[src/hw/rtl/pghash_pkg.sv]
`timescale 1ns / 1ps
// Constants and shared types of the path string GUID hasher.
// No dependencies; imported by pghash_fold and path_string_guid_hash_top.
package pghash_pkg;

    localparam logic [31:0] FOLD_KEY     = 32'h5C5C5C5C;
    localparam logic [31:0] BYTE_ONES    = 32'h01010101;
    localparam logic [31:0] BYTE_HIGHS   = 32'h80808080;
    localparam logic [31:0] CASE_MASK    = 32'hDFDFDFDF;
    localparam logic [31:0] SLASH_DELTA  = 32'd45;

    // 0xFB8C4D96501 split at bit 32
    localparam logic [31:0] WORD_MULT_LO = 32'hC4D96501;
    localparam logic [11:0] WORD_MULT_HI = 12'hFB8;
    localparam logic [26:0] ACC_MULT     = 27'h633D5F1;
    // 0xAE502812AA7333 split at bit 32
    localparam logic [31:0] LEN_MULT_LO  = 32'h12AA7333;
    localparam logic [23:0] LEN_MULT_HI  = 24'hAE5028;

    localparam int MIX_SHIFT  = 61;
    localparam int WORD_SHIFT = 24;
    localparam int SCALE_W    = 64 - WORD_SHIFT;

    typedef struct packed {
        logic [31:0] fw;    // folded word, masked below the terminator on the last word
        logic        term;  // word holds the terminator
        logic [1:0]  k;     // byte index of the terminator
    } fold_t;

endpackage

[src/hw/rtl/pghash_fold.sv]
`timescale 1ns / 1ps
// Word folding and terminator detection for one 32-bit string word.
// Depends on pghash_pkg.
module pghash_fold import pghash_pkg::*; (
    input  logic [31:0] word,
    output fold_t       fold
);

    logic [31:0] x;
    logic [31:0] mark;
    logic [31:0] f;
    logic [31:0] z;
    logic [31:0] lowbit;
    logic [31:0] below;

    always_comb begin
        x      = word ^ FOLD_KEY;
        mark   = ((~x) >> 7) & ((x - BYTE_ONES) >> 7) & BYTE_ONES;
        f      = (word - 32'(mark * SLASH_DELTA)) & CASE_MASK;
        z      = ~word & (word - BYTE_ONES) & BYTE_HIGHS;
        lowbit = z & (~z + 32'd1);
        below  = lowbit - 32'd1;

        fold.term = (z != 32'd0);
        fold.fw   = fold.term ? (f & below) : f;
        case (lowbit)
            32'h0000_0080: fold.k = 2'd0;
            32'h0000_8000: fold.k = 2'd1;
            32'h0080_0000: fold.k = 2'd2;
            default:       fold.k = 2'd3;
        endcase
    end

endmodule

[config.mk]
export PLATFORM = sky130hd
export DESIGN_NAME = pghash_fold
export DESIGN_NICKNAME = d
export VERILOG_FILES = /design/src/hw/rtl/pghash_pkg.sv /design/src/hw/rtl/pghash_fold.sv
export SDC_FILE = /design/constraint.sdc
export NUM_CORES = 1
export LEC_CHECK = 0
export ABC_AREA = 0
export BUFFER_PORTS_ARGS = -buffer_cell sky130_fd_sc_hd__buf_2
export CAP_MARGIN = 40
export CORE_ASPECT_RATIO = 0.75
export CORE_MARGIN = 2
export CORE_UTILIZATION = 45
export DETAILED_ROUTE_END_ITERATION = 6
export GPL_ROUTABILITY_DRIVEN = 1
export PLACE_DENSITY = 0.86
export SYNTH_ARGS = -nofsm -noshare
export SYNTH_HDL_FRONTEND = slang
export SYNTH_SLANG_ARGS = --single-unit
[constraint.sdc]
create_clock -name vclk -period 3.8
set_input_delay 0.38 -clock vclk [all_inputs]
set_output_delay 0.38 -clock vclk [all_outputs]
set_load 0.01 [all_outputs]
==> impl_metrics.env, run 1 <==
export IMPL_n_fill_cell=306
export IMPL_grt_start_max_net_pins=13
export IMPL_cts_hold_buf=0
export IMPL_detail_route_wl_per_cell_um=20.83
export IMPL_max_clock_freq_mhz=231.0
export IMPL_seq_area_frac_synth_pct=0
export IMPL_layout_area_seq_um2=0
export IMPL_final_cycle_share_pct=113.9
export IMPL_first_pass_iters=7
export IMPL_critical_path_class="primary input to output port"
export IMPL_post_place_cells=523
export IMPL_max_vdd_ir_drop_mv=0.07662
export IMPL_final_antenna_net_count=0
export IMPL_timing_critical_path_to_type="output port"
export IMPL_synth_lib_cells_used_distinct=71
export IMPL_min_delay_worst_type="primary input to output port"
export IMPL_timing_final_setup_violations=20
export IMPL_port_buffer_count=63
export IMPL_rsz0062_at_grt="yes"
export IMPL_cell_type_with_the_largest_total_area_after_synthesis="ha_1"
export IMPL_globalRouteOverflowTotal=0
export IMPL_finish_cell_count_without_fillers=540
export IMPL_setup_worst_path_start="word[7]"
export IMPL_grt_first_pass_wirelength_um=15020
export IMPL_critical_path_startpoint_type="primary input"
export IMPL_final_hold_viol_count=0
export IMPL_fin_crit_ps=4329
export IMPL_timing_max_transition_violations_final=0
export IMPL_hold_worst_slack_ps=1276
export IMPL_multi_input_area_mm2=0.002290
export IMPL_grt_pass1_vias=3092
export IMPL_max_slew_worst_pin_slew_ps=764.0
export IMPL_n_clock_buffer=0
export IMPL_gpl_final_weighted_congestion=0.9711
export IMPL_synth_top_cells_by_area="ha_1, nor2_1, a21oi_1"
export IMPL_postSynthCellCount=334
export IMPL_dr_first_iter_drc_count=759
export IMPL_crit_path_required_time_ps=3420
export IMPL_core_mm2=0.004572
export IMPL_die_area_mm2=0.005466
export IMPL_syn_mean_instance_area_um2=6.582
export IMPL_post_synth_instance_area_mm2=0.002198
export IMPL_cp_arrival_ps=3950
export IMPL_critPathCapture="fold[31]"
export IMPL_fp_row_count=21
export IMPL_yosys_area_top_type_share_pct=12.52
export IMPL_drt_total_wl_um=11250
export IMPL_failed_checks="DRC, setup timing"
export IMPL_max_slew_margin_rel_pct=48.63
export IMPL_finalWorstSetupSlack_ps=-529.0
export IMPL_grt_util_all_layers_pct=33.32
export IMPL_final_layout_size_suffix_gt1_share_pct=44.10
export IMPL_pwr_density_cell_mw_per_mm2=122.8
export IMPL_initial_utilization_pct=48.08
export IMPL_result_of_the_run="complete, but fails checks"
export IMPL_die_height_um=64.53
export IMPL_crit_top_cell="ha_4"
export IMPL_n_sequential_cell=0
export IMPL_cp_slowest_cell="or4_4"
export IMPL_die_width_um=84.71
export IMPL_io_pins=67
export IMPL_maxCapViolCount=0
export IMPL_finish_net_count=539
export IMPL_ys_warnings_count=0
export IMPL_crit_fanout=4
export IMPL_cpPeakStageDelay_ps=530
export IMPL_antenna_found_initial=0
export IMPL_static_leakage_power_nw=1.599
export IMPL_crit_chain="buf_6, or4_4, or2_4, ha_4, nor2b_1, o21ai_1, and2_4, ha_4, o211a_1, o41ai_4, a41oi_2, buf_4, o2111a_2, o21ai_4, a21oi_4, o21ai_2, a21oi_1, o21a_1, buf_2"
export IMPL_hpwl_um=6832
export IMPL_num_antenna_cells=0
export IMPL_drc=3
export IMPL_routed_via_count=3657
export IMPL_layout_overhead_on_the_synthesized_area_pct=58.68
export IMPL_post_drt_via_cell_ratio=6.772
==> synth_stat cells, types with 6 or more instances <==
cell type	number
nor2_1	39
nand2_1	32
a21oi_1	26
inv_1	24
ha_1	22
xnor2_1	13
nor3_1	12
o21ai_1	10
nand4_1	9
and2_1	8
nand3_1	8
nor2b_1	7
a31oi_1	6
==> power by group <==
group | leakage [nW] | total (mW) | internal (mW) | switching [mW]
Clock | 0 | 0 | 0 | 0
Combinational | 1.60 | 0.428 | 0.187 | 0.242
Sequential | 0 | 0 | 0 | 0
==> cells in the final DEF (no fill, tap or decap), types with 5 or more instances in the layout <==
cell type / Yosys / routed
conb_1: 2 / 10
nand2_1: 32 / 30
and4_1: 5 / 5
a21oi_2: 2 / 9
inv_1: 24 / 22
and3_1: 5 / 5
and2_1: 8 / 7
a21oi_1: 26 / 17
ha_1: 22 / 17
o21ai_2: 1 / 6
xor2_1: 5 / 5
nor3_1: 12 / 11
nand3_1: 8 / 8
nor2b_1: 7 / 5
xnor2_1: 13 / 13
buf_4: 5 / 89
nand4_1: 9 / 9
buf_2: 2 / 61
nor2_1: 39 / 37
==> critical path, delay by kind of cell <==
kind | cells | cell delay, ps
fa+ha+maj | 2 | 350
compound gates | 10 | 1700
simple gates | 4 | 1100
buf+inv | 3 | 410
==> repair_timing <==
action | 4_1_cts | 5_1_grt
setup buffers | 7 | 10
gates cloned | 0 | 0
pin swaps | 31 | 27
resized for setup | 26 | 22
endpoints found under the hold margin | 0 | 0
endpoints found under the setup margin | 16 | 20
==> per-stage QoR <==
step	area, um^2	power [mW]	utilization (%)	setup WS [ps]	setup TNS, ps
5_1_grt	3488	0.4470	76.30	-633.4	-7998
3_5_place_dp	3128	0.3534	68.42	-427.1	-3914
4_1_cts	3316	0.3746	72.52	-409.3	-2690
2_1_floorplan	2270	0.2050	-	-225.3	-765.6
3_3_place_gp	3128	0.3432	68.42	-262.3	-1801
6_report	3488	0.4284	76.30	-529.0	-6395
==> cells by family after synthesis <==
family                   Yosys count  synth area share (%)
AO/OA/AOI/OAI                     98                 34.89
adder cells (fa/ha/maj)           22                 12.52
AND/OR/NAND/NOR                  151                 35.86
multiplexers                       2                0.9107
buffers and inverters             41                 8.310
XOR/XNOR                          18                 7.171
other                              2                0.3416
==> final cells by class <==
cell class | count | share of cell area, %
Timing Repair Buffer | 155 | 29.34
Multi-Input combinational cell | 301 | 65.64
Inverter | 27 | 2.977
Tap cell | 57 | 2.044
==> worst min-delay path by stage <==
stage	startpoint	to	slack (ps)	depth (start not counted)
2_1_floorplan	word[1]	fold[3]	840	1
3_3_place_gp	word[1]	fold[3]	1210	4
3_5_place_dp	word[1]	fold[3]	1240	4
4_1_cts	word[1]	fold[3]	1250	4
5_1_grt	word[15]	fold[18]	1280	5
6_report	word[15]	fold[18]	1280	5
==> routing by layer <==
| metal | routed length (um) | vias up | global-route usage (%) |
|---|---|---|---|
| li1 | - | 1531 | - |
| met5 | 0 | - | 0 |
| met2 | 4676 | 407 | 53.35 |
| met4 | 791 | 0 | 11.71 |
| met3 | 1611 | 100 | 4.968 |
| met1 | 4170 | 1619 | 45.53 |
Power figures use the tool's default switching activity.
==> run 2, diff against run 1 <==
--- a/config.mk
+++ b/config.mk
@@ -14,6 +14,7 @@
 export DETAILED_ROUTE_END_ITERATION = 6
 export GPL_ROUTABILITY_DRIVEN = 1
 export PLACE_DENSITY = 0.86
+export SLEW_MARGIN = 10
 export SYNTH_ARGS = -nofsm -noshare
 export SYNTH_HDL_FRONTEND = slang
 export SYNTH_SLANG_ARGS = --single-unit
==> constraint.sdc (replaced) <==
create_clock -name vclk -period 3.8
set_input_delay 0.38 -clock vclk [all_inputs]
set_output_delay 0.38 -clock vclk [all_outputs]
set_load 0.005 [all_outputs]
==> run 2 against run 1 <==
  * The flow still finishes with violations (DRC, setup timing)
  * Worst hold slack lost 7.5 ps
  * Sequential share of layout area unchanged
  * Sequential cell count unchanged
  * Combinational power grew 2%
  * Routed wire length grew 8.7%
  * First-iteration DRC count is 4.3% lower
  * Critical path type unchanged
  * Total power grew 2.1%
  * Via count is 4.9% higher
  * Highest routed layer unchanged
==> impl_metrics.env, run 2 (same netlist as run 1, synthesis figures left out) <==
export IMPL_result_of_the_run="complete, but fails checks"
export IMPL_failed_checks="DRC, setup timing"
export IMPL_timing_critical_path_to_type="output port"
export IMPL_static_leakage_power_nw=1.610
export IMPL_routed_wl_met2_um=4822
export IMPL_layout_commonest_cell="buf_4"
export IMPL_drt_total_wl_um=12230
export IMPL_timing_max_transition_violations_final=0
export IMPL_grt_pass1_vias=3296
export IMPL_final_hold_viol_count=0
export IMPL_critical_path_n_buffers_inverters=5
export IMPL_finish_net_count=534
export IMPL_die_width_um=84.71
export IMPL_die_area_mm2=0.005466
export IMPL_grt_util_all_layers_pct=35.74
export IMPL_globalRouteOverflowTotal=0
export IMPL_cp_slowest_cell="o41a_2"
export IMPL_port_buffer_count=63
export IMPL_min_delay_worst_type="primary input to output port"
export IMPL_gpl_final_weighted_congestion=0.9978
export IMPL_routed_via_count=3838
export IMPL_layout_area_seq_um2=0
export IMPL_commonest_cells_after_routing_fill_and_taps_aside="buf_4, buf_2, nor2_1, nand2_1, inv_1"
export IMPL_antenna_found_initial=0
export IMPL_max_clock_freq_mhz=233.1
export IMPL_crit_chain="buf_6, buf_4, o41a_2, nor2_2, inv_2, a21oi_2, inv_2, and2_1, ha_1, a21oi_1, nor2b_1, a2111o_1, o41ai_4, a21oi_4, a2111oi_4, o211ai_1, nand2_1, buf_2"
export IMPL_max_slew_margin_rel_pct=54.66
export IMPL_n_clock_buffer=0
export IMPL_crit_top_cell="inv_2"
export IMPL_grt_first_pass_wirelength_um=15970
export IMPL_max_vdd_ir_drop_mv=0.07393
export IMPL_path_delay_family="compound AO/OA/AOI/OAI gates"
export IMPL_finalWorstSetupSlack_ps=-490.6
export IMPL_finish_utilization_pct=77.59
export IMPL_rsz0062_at_grt="yes"
export IMPL_dr_first_iter_drc_count=726
export IMPL_num_antenna_cells=0
export IMPL_worst_hold_path_num_cells=5
export IMPL_fp_row_count=21
export IMPL_layout_overhead_on_the_synthesized_area_pct=61.35
export IMPL_met3WireLength_um=1977
export IMPL_crit_path_required_time_ps=3420
export IMPL_timing_final_setup_violations=19
export IMPL_n_sequential_cell=0
export IMPL_critical_path_startpoint_type="primary input"
export IMPL_drc=95
export IMPL_final_cycle_share_pct=112.9
export IMPL_pwr_density_cell_mw_per_mm2=123.3
export IMPL_detail_route_wl_per_cell_um=22.86
export IMPL_hold_crit_endpoint="fold[29]"
export IMPL_post_drt_via_cell_ratio=7.174
export IMPL_hold_start="word[26]"
export IMPL_fin_crit_ps=4291
export IMPL_die_height_um=64.53
export IMPL_io_pins=67
export IMPL_crit_fanout=3
export IMPL_top_signal_layer_used="met4"
export IMPL_cp_arrival_ps=3910
export IMPL_first_pass_iters=7
export IMPL_wirelength_met1_um=4310
export IMPL_core_mm2=0.004572
export IMPL_total_power_mw=0.4374
export IMPL_max_slew_worst_pin_slew_ps=674.3
export IMPL_cpPeakStageDelay_ps=500
export IMPL_hpwl_um=7044
export IMPL_maxCapViolCount=0
export IMPL_critical_path_class="primary input to output port"
export IMPL_final_antenna_net_count=0
export IMPL_final_layout_size_suffix_gt1_share_pct=44.14
export IMPL_grt_start_max_net_pins=13
export IMPL_initial_utilization_pct=48.08
[run 2: changes by cell type in the layout (fill, tap and decap cells not counted), sizes merged]
cell,before,now
clkbuf,1,0
buf,154,150
[run 2: through the flow]
step | hold slack (ps) | TNS (ps) | setup slack [ps] | instances | instance area [um^2]
after floorplan | 815.4 | -605.6 | -226.4 | 342 | 2270
after detailed placement | 1231 | -3198 | -358.3 | 515 | 3068
after global placement | 1195 | -1838 | -263.5 | 515 | 3068
after global routing | 1269 | -5837 | -525.7 | 535 | 3547
final | 1269 | -4713 | -490.6 | 535 | 3547
after CTS | 1233 | -1785 | -269.8 | 523 | 3277
[run 2: what timing repair did]
item                                   4_1_cts  5_1_grt
setup endpoints to repair                   14       19
hold buffers                                 0        0
endpoints found under the hold margin        0        0
resized for setup                           31       31
setup buffers                                8       12
pin swaps                                   25       36
[run 2: where the power goes]
group / total [mW] / leakage [nW] / switching [mW] / internal, mW
registers: 0 / 0 / 0 / 0
logic: 0.437 / 1.61 / 0.246 / 0.192
clock network: 0 / 0 / 0 / 0
[run 2: layout make-up]
type	count	area (um^2)
well taps	57	71.32
inverters	27	103.9
fillers	285	1025
multi-input cells	301	2361
repair buffers	150	1011
[run 2: per-layer routing]
layer	GRT usage [%]	vias to the layer above
li1	-	1520
met3	10.57	169
met4	16.07	0
met2	56.30	444
met1	45.08	1705
met5	0	-
[run 2: how the worst max path moves through the flow]
stage | startpoint | endpoint | cells past startpoint
global route | word[5] | fold[33] | 18
floorplan | word[7] | fold[33] | 18
detailed placement | word[5] | fold[31] | 19
finish | word[5] | fold[33] | 18
CTS | word[5] | fold[33] | 18
global placement | word[5] | fold[31] | 19
[run 2: tightest hold or removal path, delay by kind of cell]
kind | cells | cell delay [ps]
and+or+nand+nor | 2 | 160
buffers and inverters | 2 | 290
xor gates and xnor gates | 1 | 60
==> run 3, diff against run 2 <==
--- a/config.mk
+++ b/config.mk
@@ -13,7 +13,7 @@
 export CORE_UTILIZATION = 45
 export DETAILED_ROUTE_END_ITERATION = 6
 export GPL_ROUTABILITY_DRIVEN = 1
-export PLACE_DENSITY = 0.86
+export PLACE_DENSITY = 0.83
 export SLEW_MARGIN = 10
 export SYNTH_ARGS = -nofsm -noshare
 export SYNTH_HDL_FRONTEND = slang
==> constraint.sdc (replaced) <==
create_clock -name vclk -period 5
set_input_delay 0.5 -clock vclk [all_inputs]
set_output_delay 0.5 -clock vclk [all_outputs]
set_load 0.005 [all_outputs]
==> run 3 against run 2 <==
  * The run now ends clean
  * Non-clock buffer count down 80
  * Sequential share of layout area did not move
  * First-iteration DRC count down 55%
  * Critical path depth fell by 1
  * Final cell count down 15%
  * Critical path type unchanged
==> impl_metrics.env, run 3 (same netlist as run 1, synthesis figures left out) <==
export IMPL_result_of_the_run="finished clean"
export IMPL_worst_hold_path_num_cells=3
export IMPL_layout_area_seq_um2=0
export IMPL_min_delay_worst_type="primary input to output port"
export IMPL_num_antenna_cells=0
export IMPL_total_power_mw=0.2223
export IMPL_pwr_density_cell_mw_per_mm2=85.62
export IMPL_crit_fanout=5
export IMPL_core_mm2=0.004572
export IMPL_first_pass_iters=6
export IMPL_timing_final_setup_violations=0
export IMPL_finish_cell_count_without_fillers=455
export IMPL_rsz0062_at_grt="no"
export IMPL_grt_util_all_layers_pct=25.16
export IMPL_multi_input_area_mm2=0.002056
export IMPL_finish_net_count=454
export IMPL_n_sequential_cell=0
export IMPL_fin_crit_ps=4809
export IMPL_max_clock_freq_mhz=207.9
export IMPL_maxCapViolCount=0
export IMPL_fp_row_count=21
export IMPL_setup_tns_ps=0
export IMPL_die_height_um=64.53
export IMPL_critical_path_class="primary input to output port"
export IMPL_final_hold_viol_count=0
export IMPL_dpl_cell_area_mm2=0.002579
export IMPL_max_slew_worst_pin_slew_ps=626.3
export IMPL_critical_path_startpoint_type="primary input"
export IMPL_hpwl_um=5947
export IMPL_crit_path_required_time_ps=4500
export IMPL_final_cycle_share_pct=96.18
export IMPL_static_leakage_power_nw=1.154
export IMPL_cts_hold_buf=0
export IMPL_io_pins=67
export IMPL_layout_commonest_cell="buf_2"
export IMPL_hold_start="word[1]"
export IMPL_final_layout_size_suffix_gt1_share_pct=22.61
export IMPL_n_clock_buffer=0
export IMPL_timing_max_transition_violations_final=0
export IMPL_dr_first_iter_drc_count=324
export IMPL_antenna_found_initial=0
export IMPL_drc=0
export IMPL_commonest_cells_after_routing_fill_and_taps_aside="buf_2, nor2_1, nand2_1, a21oi_1, inv_1"
export IMPL_post_route_cell_area_mm2=0.002596
export IMPL_gpl_final_weighted_congestion=0.9402
export IMPL_hold_crit_endpoint="fold[3]"
export IMPL_globalRouteOverflowTotal=0
export IMPL_post_place_cells=454
export IMPL_die_area_mm2=0.005466
export IMPL_port_buffer_count=63
export IMPL_routed_via_count=2828
export IMPL_grt_start_max_net_pins=13
export IMPL_max_vdd_ir_drop_mv=0.04458
export IMPL_die_width_um=84.71
export IMPL_n_fill_cell=447
export IMPL_grt_pass1_vias=2465
export IMPL_layout_overhead_on_the_synthesized_area_pct=18.10
export IMPL_initial_utilization_pct=48.08
export IMPL_timing_critical_path_to_type="output port"
export IMPL_drt_total_wl_um=7136
export IMPL_detail_route_wl_per_cell_um=15.68
export IMPL_max_slew_margin_rel_pct=57.70
export IMPL_grt_first_pass_wirelength_um=11670
export IMPL_post_drt_via_cell_ratio=6.215
export IMPL_setup_worst_path_start="word[5]"
export IMPL_final_antenna_net_count=0
export IMPL_cp_arrival_ps=4310
[run 3: layout make-up]
| cell class | instances | area share, % |
|---|---|---|
| Multi-Input combinational cell | 301 | 79.18 |
| Timing Repair Buffer | 70 | 14.17 |
| Inverter | 27 | 3.904 |
| Tap cell | 57 | 2.747 |
[run 3: worst max-delay path by stage]
stage	slack, ps	to	cells past startpoint
final	190	fold[33]	17
after global routing	10	fold[33]	17
after global placement	380	fold[33]	17
after floorplan	570	fold[33]	17
after CTS	220	fold[33]	18
after detailed placement	230	fold[33]	18
[run 3: timing repair]
action,4_1_cts,5_1_grt
gates resized for setup,0,2
buffers inserted,0,1
setup endpoints to repair,0,2
[run 3: layer usage]
layer,GRT usage [%],wire [um],vias up
met2,35.83,2809,169
met4,2.183,36,0
li1,-,-,1366
met5,0,0,-
met3,3.312,722,12
met1,40.61,3567,1281
[run 3: worst max-delay path, stage by stage]
cell	delay, ps
buf_2	120
or4_1	550
or2_4	280
ha_1	240
nor2b_1	140
o21ai_1	110
and2_1	170
ha_1	220
o41ai_4	370
a41oi_2	230
a211o_1	350
a31oi_2	190
a21oi_2	130
a2111oi_4	380
or4_1	160
nand2_1	50
buf_2	120
[run 3: stage by stage]
stage / utilization, % / hold WS, ps / setup WS, ps
2_1_floorplan: - / 1055 / 569.2
3_3_place_gp: 56.40 / 1375 / 379.5
3_5_place_dp: 56.40 / 1381 / 228.6
4_1_cts: 56.40 / 1383 / 222.8
5_1_grt: 56.79 / 1409 / 11.83
6_report: 56.79 / 1390 / 190.9
[run 3: where the power goes]
| part | switching (mW) | internal (mW) |
|---|---|---|
| Clock | 0 | 0 |
| Sequential | 0 | 0 |
| Combinational | 0.129 | 0.0933 |
